[config.mk]
export PLATFORM = sky130hd
export DESIGN_NAME = b2n_rsp_fifo
export DESIGN_NICKNAME = d
export VERILOG_FILES = /design/src/rtl/b2n_pkg.sv /design/src/rtl/b2n_rsp_fifo.sv
export SDC_FILE = /design/constraint.sdc
export NUM_CORES = 1
export LEC_CHECK = 0
export ABC_AREA = 1
export BUFFER_PORTS_ARGS = -buffer_cell sky130_fd_sc_hd__buf_4
export CORE_ASPECT_RATIO = 1.1
export CORE_MARGIN = 1.5
export CORE_UTILIZATION = 50
export DETAILED_ROUTE_END_ITERATION = 12
export PLACE_DENSITY = 0.7
export RECOVER_POWER = 25
export SYNTH_ARGS = -nofsm -noshare
export SYNTH_HDL_FRONTEND = slang
export SYNTH_SLANG_ARGS = --single-unit
[constraint.sdc]
create_clock -name clock -period 5.6 [get_ports clock]
set_input_delay 0.56 -clock clock [delete_from_list [all_inputs] [get_ports clock]]
set_output_delay 0.56 -clock clock [all_outputs]
set_load 0.005 [all_outputs]
[src/rtl/b2n_pkg.sv]
// b2n_pkg: shared types and constants of the BGRA to NV12 converter.
// No dependencies; every other file refers to it by scoped names.

package b2n_pkg;

   // Positions on the result channel are fixed at 11 bits.
   localparam int POS_W = 11;
   localparam int CSR_DATA_W = 12;

   localparam int FRAME_WIDTH_RST = 1920;
   localparam int FRAME_HEIGHT_RST = 1080;

   // Result queue: sized so a full pipeline never overruns it.
   localparam int RSP_FIFO_DEPTH = 8;
   localparam int RSP_PTR_W = 3;
   localparam int RSP_CNT_W = 4;

   typedef enum logic {
      CSR_FRAME_WIDTH  = 1'b0,
      CSR_FRAME_HEIGHT = 1'b1
   } csr_index_type;

   typedef struct packed {
      logic [7:0] blue;
      logic [7:0] green;
      logic [7:0] red;
   } pixel_type;

   typedef struct packed {
      logic             plane;
      logic [7:0]       luma;
      logic [7:0]       chroma_blue;
      logic [7:0]       chroma_red;
      logic [POS_W-1:0] row;
      logic [POS_W-1:0] column;
      logic             last_of_run;
      logic             frame_end;
   } result_type;

   // Upper-row pair sums, R high as in the line store layout.
   typedef struct packed {
      logic [8:0] red;
      logic [8:0] green;
      logic [8:0] blue;
   } sum_type;

   // One pixel in flight between the front end and the color math.
   typedef struct packed {
      pixel_type        pixel;
      sum_type          part_sum;
      logic             pair;
      logic             use_line;
      logic             block_done;
      logic             frame_end;
      logic [POS_W-1:0] row;
      logic [POS_W-1:0] column;
      logic [POS_W-1:0] blk_row;
      logic [POS_W-1:0] blk_column;
   } tok_type;

   // Up to two words written into the result queue in one cycle.
   typedef struct packed {
      logic       first_valid;
      logic       second_valid;
      result_type first;
      result_type second;
   } push_type;

endpackage

[src/rtl/b2n_rsp_fifo.sv]
// b2n_rsp_fifo: result queue taking up to two words per cycle, one out.
// Depends on b2n_pkg.

module b2n_rsp_fifo (
   input  logic                                clock,
   input  logic                                reset,
   input  b2n_pkg::push_type                   push,
   input  logic                                pop,
   output logic                                out_valid,
   output b2n_pkg::result_type                 out_word,
   output logic [b2n_pkg::RSP_CNT_W-1:0]       fill
);

   localparam int PW = b2n_pkg::RSP_PTR_W;
   localparam int NW = b2n_pkg::RSP_CNT_W;

   b2n_pkg::result_type q_mem [b2n_pkg::RSP_FIFO_DEPTH];
   logic [PW-1:0] wr_ptr_ff, wr_ptr_in, rd_ptr_ff, rd_ptr_in;
   logic [NW-1:0] count_ff, count_in;
   logic [1:0]    n_push;

   assign n_push    = {1'b0, push.first_valid} + {1'b0, push.second_valid};
   assign wr_ptr_in = wr_ptr_ff + PW'(n_push);
   assign rd_ptr_in = rd_ptr_ff + PW'(pop);
   assign count_in  = count_ff + NW'(n_push) - NW'(pop);

   always_ff @(posedge clock) begin
      if (reset) begin
         wr_ptr_ff <= '0;
         rd_ptr_ff <= '0;
         count_ff  <= '0;
      end else begin
         wr_ptr_ff <= wr_ptr_in;
         rd_ptr_ff <= rd_ptr_in;
         count_ff  <= count_in;
      end
   end

   always_ff @(posedge clock) begin
      if (push.first_valid) begin
         q_mem[wr_ptr_ff] <= push.first;
      end
      if (push.second_valid) begin
         q_mem[wr_ptr_ff + PW'(1)] <= push.second;
      end
   end

   assign out_valid = count_ff != '0;
   assign out_word  = q_mem[rd_ptr_ff];
   assign fill      = count_ff;

endmodule

==> results by group <==
Power
  • Power per Cell Area: 344 mW/mm2
  • Pleak: 13.0 nW
  • Max rail drop VDD: between 0.0003 and 0.0004 V

Routing
  • Top sig layer: met4
  • Routed wire length: ~77 mm
  • DR WL met3: 7.12 mm
  • Vias per std cell: 5.81
  • Wire length on met2: 38.6 mm
  • Drt initial violations: 2472
  • Met1 Wirelength: 28.4 mm
  • DR vias: ~22000
  • DRT Pass-1 Iters: 6
  • DRC viols: 0
  • Drt wl/cell: 20.3 um
  • Number of routed nets with antenna violations: 0

Critical path
  • Crit path largest cell delay: roughly 1800 ps
  • Cell family with most CP delay: buffers and inverters
  • Worst Setup Start Kind: flip-flop
  • Crit end category: flip-flop
  • CP Class: flip-flop to flip-flop
  • Worst EP arrival: 5140 ps
  • CP Data Required Time: 5910 ps
  • CP max-delay cell: clkbuf_2
  • Worst Path Buf+Inv: 2
  • Crit path cell chain: ha_1 > clkbuf_2 > nand3_1 > clkbuf_2 > nand2_1 > nand2_1
  • Worst-path maximum fanout: 101

Clocking
  • CTS sink count: 402
  • Clk buf depth: 3
  • TritonCTS Buffers: 43
  • Root Buffer: clkbuf_16
  • CTS Hold Bufs: 0
  • H-tree depth: 2
  • Worst skew pair latency: 580 ps
  • Setup Buffers After CTS: 0
  • CTS tree: built
  • Clock transition at path regs: roughly 60 ps
  • # resized after CTS: 0

Timing
  • Hold Vio Cnt, Final: 0
  • Max-slew headroom: -0.656
  • Clock Skew: 15.9 ps
  • Final Worst Setup Slack: 773 ps
  • Setup TNS: 0 ps
  • RSZ-0062 raised after global routing: no
  • Post-route minimum period: 4830 ps
  • Worst-margin pin slew: 2480 ps
  • Max Clock Freq: 207 MHz
  • Fin crit share: 0.862
  • Max-slew violations: approximately 310
  • Final setup vio count: 0
  • Worst hold slack: roughly 230 ps

Global route
  • Initial antenna violation count: 6
  • GR Util All Layers: 0.303
  • Largest net degree at the start of global routing: between 150 and 200
  • Vias in the first global route: around 22000
  • Global-route wire length before repair: 120 mm
  • Total gr overflow: 0

Run status
  • Violated checks: capacitance limit, slew limit
  • Status: finished with violations

Synth
  • Post-Syn Area: roughly 0.024 mm2
  • Syn Area/Cell: 7.56 um2
  • Sequential share of the synthesized area: 0.489
  • Post-Syn Nets: about 3400
  • Synth Warn #: 0
  • Synth Instances: 3238
  • Unique masters post-synth: 23
  • Flops & latches, synth: approximately 400

Place
  • I/O Buffers: 156
  • Post-place setup slack: 2000 ps
  • Final HPWL DP: 39.0 mm
  • RD Place Congestion: 0.832

Floorplanning
  • Site row count: 84
  • Ports: 157
  • Initial core utilization: 0.509
  • Die H: 235 um
  • Core area: between 0.04 and 0.05 mm2
  • Die Wd: 214 um
  • Die area: 0.0503 mm2

Worst hold path
  • Hold Path Class: input pin to flip-flop

Cells and area
  • Core Util, Final: 0.549
  • Area growth syn-to-layout: 7.88%
  • Layout cells sized above 1: 0.0858
  • Nets: approximately 3200

Flow run
  • Maxcap violations: 5
==> metrics by stage <==
stage,total power [W],cells,instance area (um2)
finish,0.00910,3808,26400
global placement,0.00626,3728,25200
floorplan,0.00557,3238,24500
CTS,0.00909,3802,26500
global route,0.00945,3808,26400
detailed placement,0.00633,3728,25200
==> area by class of cell <==
cell class | count | area (um2)
multi-input cells | 2072 | 9270
well taps | 645 | 807
clock inverters | 18 | 134
flip-flops and latches | 402 | 12000
inverters | 418 | 1590
diodes | 6 | 15.0
fillers | 4432 | 21700
repair buffers | 191 | 1430
clock buffers | 56 | 1200
==> power breakdown <==
group / leakage [nW] / switching (W) / internal (W)
sequential: 3.69 / 0.000109 / 0.00374
combinational: 8.60 / 0.00182 / 0.000629
clock: 0.665 / 0.00121 / 0.00159
total: 13.0 / 0.00314 / 0.00596
==> final timing paths <==
path	from	to	slack, ps	depth (start not counted)
hold / removal	reset	rd_ptr_ff[1]$_SDFF_PP0_	230	2
setup reg to reg	wr_ptr_ff[0]$_SDFF_PP0_	q_mem[3][29]$_DFFE_PP_	770	6
setup / recovery	wr_ptr_ff[0]$_SDFF_PP0_	q_mem[3][29]$_DFFE_PP_	770	6
hold reg to reg	fill[0]$_SDFF_PP0_	fill[0]$_SDFF_PP0_	650	3
==> flip-flops by register name (all words and copies together), names as in the netlist <==
| signal | cells |
|---|---|
| rd_ptr_ff | 3 |
| wr_ptr_ff | 3 |
| fill | 4 |
| q_mem | 392 |
==> cells in the mapped netlist <==
library cell	n	area share
a21oi_1	2	0.00041
buf_1	20	0.0031
buf_2	199	0.041
buf_4	30	0.0092
buf_6	4	0.0018
clkbuf_1	48	0.0074
clkbuf_2	45	0.0092
dfxtp_1	10	0.0082
edfxtp_1	392	0.48
fa_1	2	0.0016
ha_1	11	0.0056
inv_1	414	0.063
inv_2	4	0.00061
nand2_1	1436	0.22
nand3_1	200	0.041
nand3_2	6	0.0025
nand4_1	392	0.10
nor2_1	11	0.0017
nor2_2	1	0.00026
o21ai_0	7	0.0014
o21ai_1	1	0.00020
xnor2_1	2	0.00072
xor2_1	1	0.00036
==> routing by layer <==
layer / vias up / global-route usage
met2: 1285 / 0.530
met4: 0 / 0.158
met3: 230 / 0.0439
li1: 10200 / -
met5: - / 0
met1: 10400 / 0.362
==> worst reg2reg max path: stages, from the launching register on <==
cell	delay [ps]
dfxtp_1	390
ha_1	390
clkbuf_2	1800
nand3_1	430
clkbuf_2	1080
nand2_1	390
nand2_1	90
==> kinds of logic (layout without fill, tap and decap cells) <==
group / count (synthesis) / count (layout) / synth area share
AND/OR/NAND/NOR: 2046 / 2046 / 0.365
buffers and inverters: 764 / 683 / 0.135
flip-flops: 402 / 402 / 0.489
adder cells (fa/ha/maj): 13 / 13 / 0.00725
AO/OA/AOI/OAI: 10 / 10 / 0.00204
XOR/XNOR: 3 / 3 / 0.00107
other: 0 / 6 / 0
==> cells in the final DEF, fill, tap and decap left out <==
cell | netlist | final
inv_2 | 4 | 2
o21ai_4 | 0 | 5
nand3_1 | 200 | 204
nand3_2 | 6 | 2
clkbuf_2 | 45 | 2
nor2_4 | 0 | 1
clkbuf_4 | 0 | 5
diode_2 | 0 | 6
clkinvlp_4 | 0 | 1
inv_1 | 414 | 412
dfxtp_1 | 10 | 7
a21oi_1 | 2 | 2
clkinv_1 | 0 | 5
xor2_1 | 1 | 1
nor2_1 | 11 | 11
buf_4 | 30 | 181
xnor2_1 | 2 | 2
clkbuf_1 | 48 | 10
ha_1 | 11 | 11
o21ai_0 | 7 | 1
nand4_1 | 392 | 392
edfxtp_1 | 392 | 392
nand2_1 | 1436 | 1434
buf_12 | 0 | 1
bufinv_16 | 0 | 2
o21ai_2 | 0 | 2
fa_1 | 2 | 2
inv_8 | 0 | 1
inv_6 | 0 | 1
clkbuf_16 | 0 | 45
clkinv_2 | 0 | 12
clkbuf_8 | 0 | 3
nand2_4 | 0 | 2
dfxtp_4 | 0 | 2
dfxtp_2 | 0 | 1
Power figures use the tool's default switching activity.
