==> src/rtl/b2n_pkg.sv <==
// b2n_pkg: shared types and constants of the BGRA to NV12 converter.
// No dependencies; every other file refers to it by scoped names.

package b2n_pkg;

   // Positions on the result channel are fixed at 11 bits.
   localparam int POS_W = 11;
   localparam int CSR_DATA_W = 12;

   localparam int FRAME_WIDTH_RST = 1920;
   localparam int FRAME_HEIGHT_RST = 1080;

   // Result queue: sized so a full pipeline never overruns it.
   localparam int RSP_FIFO_DEPTH = 8;
   localparam int RSP_PTR_W = 3;
   localparam int RSP_CNT_W = 4;

   typedef enum logic {
      CSR_FRAME_WIDTH  = 1'b0,
      CSR_FRAME_HEIGHT = 1'b1
   } csr_index_type;

   typedef struct packed {
      logic [7:0] blue;
      logic [7:0] green;
      logic [7:0] red;
   } pixel_type;

   typedef struct packed {
      logic             plane;
      logic [7:0]       luma;
      logic [7:0]       chroma_blue;
      logic [7:0]       chroma_red;
      logic [POS_W-1:0] row;
      logic [POS_W-1:0] column;
      logic             last_of_run;
      logic             frame_end;
   } result_type;

   // Upper-row pair sums, R high as in the line store layout.
   typedef struct packed {
      logic [8:0] red;
      logic [8:0] green;
      logic [8:0] blue;
   } sum_type;

   // One pixel in flight between the front end and the color math.
   typedef struct packed {
      pixel_type        pixel;
      sum_type          part_sum;
      logic             pair;
      logic             use_line;
      logic             block_done;
      logic             frame_end;
      logic [POS_W-1:0] row;
      logic [POS_W-1:0] column;
      logic [POS_W-1:0] blk_row;
      logic [POS_W-1:0] blk_column;
   } tok_type;

   // Up to two words written into the result queue in one cycle.
   typedef struct packed {
      logic       first_valid;
      logic       second_valid;
      result_type first;
      result_type second;
   } push_type;

endpackage

==> src/rtl/b2n_color.sv <==
// b2n_color: block averaging, BT.601 luma and chroma math, two stages.
// Depends on b2n_pkg.

module b2n_color (
   input  logic               clock,
   input  logic               reset,
   input  logic               tok_valid,
   input  b2n_pkg::tok_type   tok,
   input  b2n_pkg::sum_type   line_q,
   output b2n_pkg::push_type  push
);

   localparam logic [15:0] Y_R = 16'd66;
   localparam logic [15:0] Y_G = 16'd129;
   localparam logic [15:0] Y_B = 16'd25;
   localparam logic [15:0] ROUND = 16'd128;
   localparam logic [8:0]  Y_OFS = 9'd16;
   localparam logic signed [17:0] C_OFS = 18'sd32896; // rounding plus 128 << 8
   localparam logic signed [17:0] CB_R = -18'sd38;
   localparam logic signed [17:0] CB_G = -18'sd74;
   localparam logic signed [17:0] CB_B = 18'sd112;
   localparam logic signed [17:0] CR_R = 18'sd112;
   localparam logic signed [17:0] CR_G = -18'sd94;
   localparam logic signed [17:0] CR_B = -18'sd18;

   function automatic logic [7:0] sat8(input logic signed [17:0] v);
      logic signed [9:0] q;
      q = v[17:8];
      if (q < 0) begin
         return 8'd0;
      end else if (q > 10'sd255) begin
         return 8'd255;
      end
      return q[7:0];
   endfunction

   // stage B: finish the block sums, average, luma
   logic [9:0]  sr, sg, sb;
   logic [1:0]  sh;
   logic [15:0] y_sum;
   logic [8:0]  y_pre;
   b2n_pkg::pixel_type avg_in;
   logic [7:0]  luma_in;

   always_comb begin
      sr = 10'(tok.part_sum.red)   + (tok.use_line ? 10'(line_q.red)   : 10'd0);
      sg = 10'(tok.part_sum.green) + (tok.use_line ? 10'(line_q.green) : 10'd0);
      sb = 10'(tok.part_sum.blue)  + (tok.use_line ? 10'(line_q.blue)  : 10'd0);
      sh = {1'b0, tok.pair} + {1'b0, tok.use_line};
      avg_in.red   = 8'(sr >> sh);
      avg_in.green = 8'(sg >> sh);
      avg_in.blue  = 8'(sb >> sh);
      y_sum = Y_R * 16'(tok.pixel.red) + Y_G * 16'(tok.pixel.green)
            + Y_B * 16'(tok.pixel.blue) + ROUND;
      y_pre = {1'b0, y_sum[15:8]} + Y_OFS;
      luma_in = (y_pre > 9'd255) ? 8'd255 : y_pre[7:0];
   end

   logic               c_valid_ff;
   b2n_pkg::tok_type   c_tok_ff;
   b2n_pkg::pixel_type c_avg_ff;
   logic [7:0]         c_luma_ff;

   always_ff @(posedge clock) begin
      if (reset) begin
         c_valid_ff <= 1'b0;
      end else begin
         c_valid_ff <= tok_valid;
      end
   end

   always_ff @(posedge clock) begin
      if (tok_valid) begin
         c_tok_ff  <= tok;
         c_avg_ff  <= avg_in;
         c_luma_ff <= luma_in;
      end
   end

   // stage C: chroma, then build the result words
   logic signed [17:0] ar, ag, ab, u_sum, v_sum;

   always_comb begin
      ar = $signed({10'd0, c_avg_ff.red});
      ag = $signed({10'd0, c_avg_ff.green});
      ab = $signed({10'd0, c_avg_ff.blue});
      u_sum = C_OFS + CB_R * ar + CB_G * ag + CB_B * ab;
      v_sum = C_OFS + CR_R * ar + CR_G * ag + CR_B * ab;

      push.first_valid        = c_valid_ff;
      push.second_valid       = c_valid_ff && c_tok_ff.block_done;

      push.first.plane        = 1'b0;
      push.first.luma         = c_luma_ff;
      push.first.chroma_blue  = 8'd0;
      push.first.chroma_red   = 8'd0;
      push.first.row          = c_tok_ff.row;
      push.first.column       = c_tok_ff.column;
      push.first.last_of_run  = !c_tok_ff.block_done;
      push.first.frame_end    = c_tok_ff.frame_end && !c_tok_ff.block_done;

      push.second.plane       = 1'b1;
      push.second.luma        = 8'd0;
      push.second.chroma_blue = sat8(u_sum);
      push.second.chroma_red  = sat8(v_sum);
      push.second.row         = c_tok_ff.blk_row;
      push.second.column      = c_tok_ff.blk_column;
      push.second.last_of_run = 1'b1;
      push.second.frame_end   = c_tok_ff.frame_end;
   end

endmodule

==> config.mk <==
export PLATFORM = sky130hd
export DESIGN_NAME = b2n_color
export DESIGN_NICKNAME = d
export VERILOG_FILES = /design/src/rtl/b2n_pkg.sv /design/src/rtl/b2n_color.sv
export SDC_FILE = /design/constraint.sdc
export NUM_CORES = 1
export LEC_CHECK = 0
export BUFFER_PORTS_ARGS = -buffer_cell sky130_fd_sc_hd__buf_2
export CORE_MARGIN = 3
export CORE_UTILIZATION = 48
export CTS_BUF_LIST = sky130_fd_sc_hd__clkbuf_4 sky130_fd_sc_hd__clkbuf_8 sky130_fd_sc_hd__clkbuf_16
export CTS_CLUSTER_SIZE = 16
export DETAILED_ROUTE_END_ITERATION = 7
export MAX_ROUTING_LAYER = met4
export PLACE_DENSITY_LB_ADDON = 0.2
export SLEW_MARGIN = 40
export SYNTH_ARGS = -nofsm -noshare
export SYNTH_HDL_FRONTEND = slang
export SYNTH_SLANG_ARGS = --single-unit
==> constraint.sdc <==
create_clock -name clock -period 8.8 [get_ports clock]
set_clock_uncertainty 0.1 [all_clocks]
set_input_delay 2.64 -clock clock [delete_from_list [all_inputs] [get_ports clock]]
set_output_delay 2.64 -clock clock [all_outputs]
set_load 0.05 [all_outputs]
==> impl_metrics.ini <==
[routing]
routed-wl-met2_mm = 15.2
drt_pass_1_iters = 4
routed_wl_mm = 30.2
top_layer_used = met4
drtIter0Drc = 334
via_per_inst = 5.01
detail_route.drc_violations = 0
drt-met1-wl_mm = 13.5
remaining_antenna_violation_count_after_routing = 0
detailroute.wirelength.met3_mm = 1.00
vias = 10181
routedWlPerCell_um = 14.9

[logic_synthesis]
synthArstFlopShare_pct = 0
syn-mean-instance-area_um2 = 9.90
synth_top_flop_cell = edfxtp_1
ys_types = 70
synth_enable_flop_cells = 78
ys.warnings.count = 0
ys_seq_elements = 79
synth_area_um2 = 13600
synth_cells = 1375
synth_sequential_area_ratio_pct = 17.4

[cts]
tritoncts_num_sinks = 79
numCtsBuffers = 9
cts_tree = yes
cts-htree-levels = 3
root_buffer_cell = clkbuf_16
cts_max_path_buffers = 2
worst_setup_hold_path_clk_slew_ns = 0.07

[worst_hold_path]
min_delay_path_depth = 2
hp-class = in2reg

[finish]
antennaDiodeCount = 0
area_growth_from_synthesis_to_layout_pct = 23.9
instances_no_fill = 2032
finalNetCount = 2195
layout_cells_sized_above_1_pct = 29.3

[global_route]
gr-usage-all-layers_pct = 20.4
first_global_vias = 10672
grt_first_pass_wirelength_mm = 50.1
grt_antenna_before_repair = 0
grt_overflow = 0
grt_max_degree = 80

[floorplan]
row_count = 61
floorplan_die_width_um = 174
fp.dieArea_um2 = 30400
initial_utilization_pct = 48.9
core_area_um2 = 27900
die_height_um = 174
num_io_pins = 229

[placement]
gp_congestion = 0.865
dp.final_hpwl_mm = 25.6
placedCellCount = 1999
port-buffer-count = 201

[sta]
timing.final.crit_share_pct = 104
finalWorstPathRequiredPeriod_ns = 9.13
timing.final.ws_setup_ns = -0.334
worst_hold_slack_ns = 2.34
grt_setup_unrepaired = true
slew-limit-headroom_pct = 52.0
worstMarginPinSlew_ns = 0.720
finalSetupViolations = 8
max_freq_mhz = 109
slew_violations = 0
timing_hold_violations_final = 0
final.setup.tns_ns = -2.45

[critical_path]
max_stage_delay_ns = 0.50
critical_path_cell_count = 25
cp.required_ns = 6.06
timing.critical_path.buf_inv = 8
timing_worst_setup_path_type = reg2out
critPathCaptureType = output port
critPathSlowestCell = fa_1
crit_arrival_ns = 6.39
largest_delay_contributor_family_on_the_critical_path = adder cells
startpoint_kind_of_the_worst_setup_timing_path = flop
critical_path.max_fanout = 7

[outcome]
outcome = complete, but fails checks
failing_checks = setup timing

[run]
cap_viol_max_count = 0
==> final cells by class <==
type | instances | area [µm²]
clock buffer | 9 | 225
clock inverter | 7 | 81.3
fill | 2385 | 11000
inverter | 230 | 866
multi-input combinational | 1005 | 10800
sequential | 79 | 2360
tap | 378 | 473
timing repair buffer | 324 | 2100
==> layout by cell type, fill, tap and decap left out, types with 6 or more instances in the layout <==
cell         n
and2_1      26
o21ai_2      7
a211oi_1    10
nor2b_1     15
buf_8        7
a21oi_2     26
nand4_1      6
mux2i_1     24
ha_4        30
o21bai_1    13
fa_1       111
inv_1      212
a21oi_1     46
o21a_1       6
o22ai_1      6
o21ai_0     21
clkbuf_16    9
buf_4      116
xnor2_1     55
nand2_1     34
xnor2_2      6
nor2_1      53
buf_2      184
conb_1      27
inv_2       16
nor3_1      13
nand3_1      7
xor2_1      37
a21o_1      22
or3_1        7
buf_6       16
ha_1       272
nand2b_1    19
o21a_4       7
a21boi_0     6
edfxtp_1    78
==> synthesized netlist by cell type (2+ instances only) <==
cell      instances  share of area, %
a211oi_1         11              0.61
a21boi_0          7              0.39
a21o_1           22               1.2
a21oi_1          74               2.7
a21oi_2           3              0.19
a221oi_2          2              0.22
a22oi_1           3              0.17
a31o_2            2              0.13
a31oi_1           2             0.092
a41oi_1           2              0.13
and2_1           27               1.2
and3_1            6              0.28
buf_2             2             0.074
buf_4            73               4.0
clkbuf_1          9              0.25
clkbuf_2          2             0.074
conb_1            2             0.055
edfxtp_1         78                17
fa_1            113                17
ha_1            304                28
inv_1           229               6.3
mux2i_1          24               1.8
nand2_1          35              0.97
nand2b_1         19              0.87
nand3_1           8              0.29
nand4_1           6              0.28
nand4b_1          2              0.13
nor2_1           55               1.5
nor2b_1          18              0.83
nor3_1           15              0.55
nor4_1            2             0.092
o211ai_1          3              0.17
o21a_1           13              0.72
o21ai_0          31               1.1
o21ai_1           2             0.074
o21bai_1         13              0.72
o22ai_1           6              0.28
o31a_1            4              0.26
o31ai_1           3              0.17
o41a_1            2              0.17
or2_2             6              0.28
or3_1             7              0.32
xnor2_1          61               3.9
xor2_1           41               2.6
==> worst paths after layout <==
path / startpoint / to / slack (ns)
setup / recovery: ag[4] / push[34] / -0.33
hold / removal: reset / c_valid_ff / 2.34
==> timing repair <==
item,in CTS,in global routing
endpoints found under the setup margin,15,19
gates cloned,0,0
resized for setup,104,86
pin swaps,56,46
buffers inserted,11,9
hold buffers,0,0
hold endpoints to repair,0,0
==> metal layers <==
layer / up-vias / global-route usage [%]
li1: 5098 / -
met1: 4866 / 26.3
met2: 192 / 35.1
met3: 25 / 1.94
met4: 0 / 4.12
met5: - / -
==> logic make-up after synthesis <==
family | after synthesis | share of synthesized area, %
mux | 25 | 1.85
fa+ha+maj | 417 | 44.6
flops | 79 | 17.4
simple gates | 214 | 8.16
xor+xnor | 103 | 6.68
buf+inv | 316 | 10.8
other cells | 2 | 0.0552
compound gates | 219 | 10.6
==> per-stage QoR <==
stage | util (%) | instance area, µm² | setup WS (ns)
floorplan | - | 13800 | -0.221
global placement | 55.6 | 15500 | -0.205
detailed placement | 55.6 | 15500 | -0.325
CTS | 58.9 | 16400 | -0.233
global route | 60.5 | 16900 | -0.542
finish | 60.5 | 16900 | -0.334
==> state kept, by name, summed over array words and instances (netlist names) <==
register / count
ar: 8
c_valid_ff: 1
c_luma_ff: 8
ab: 8
ag: 8
c_tok_ff: 1
push: 45
Power is not shown: default switching activity piles up to over one toggle a cycle in this logic, so the estimate is an artifact.
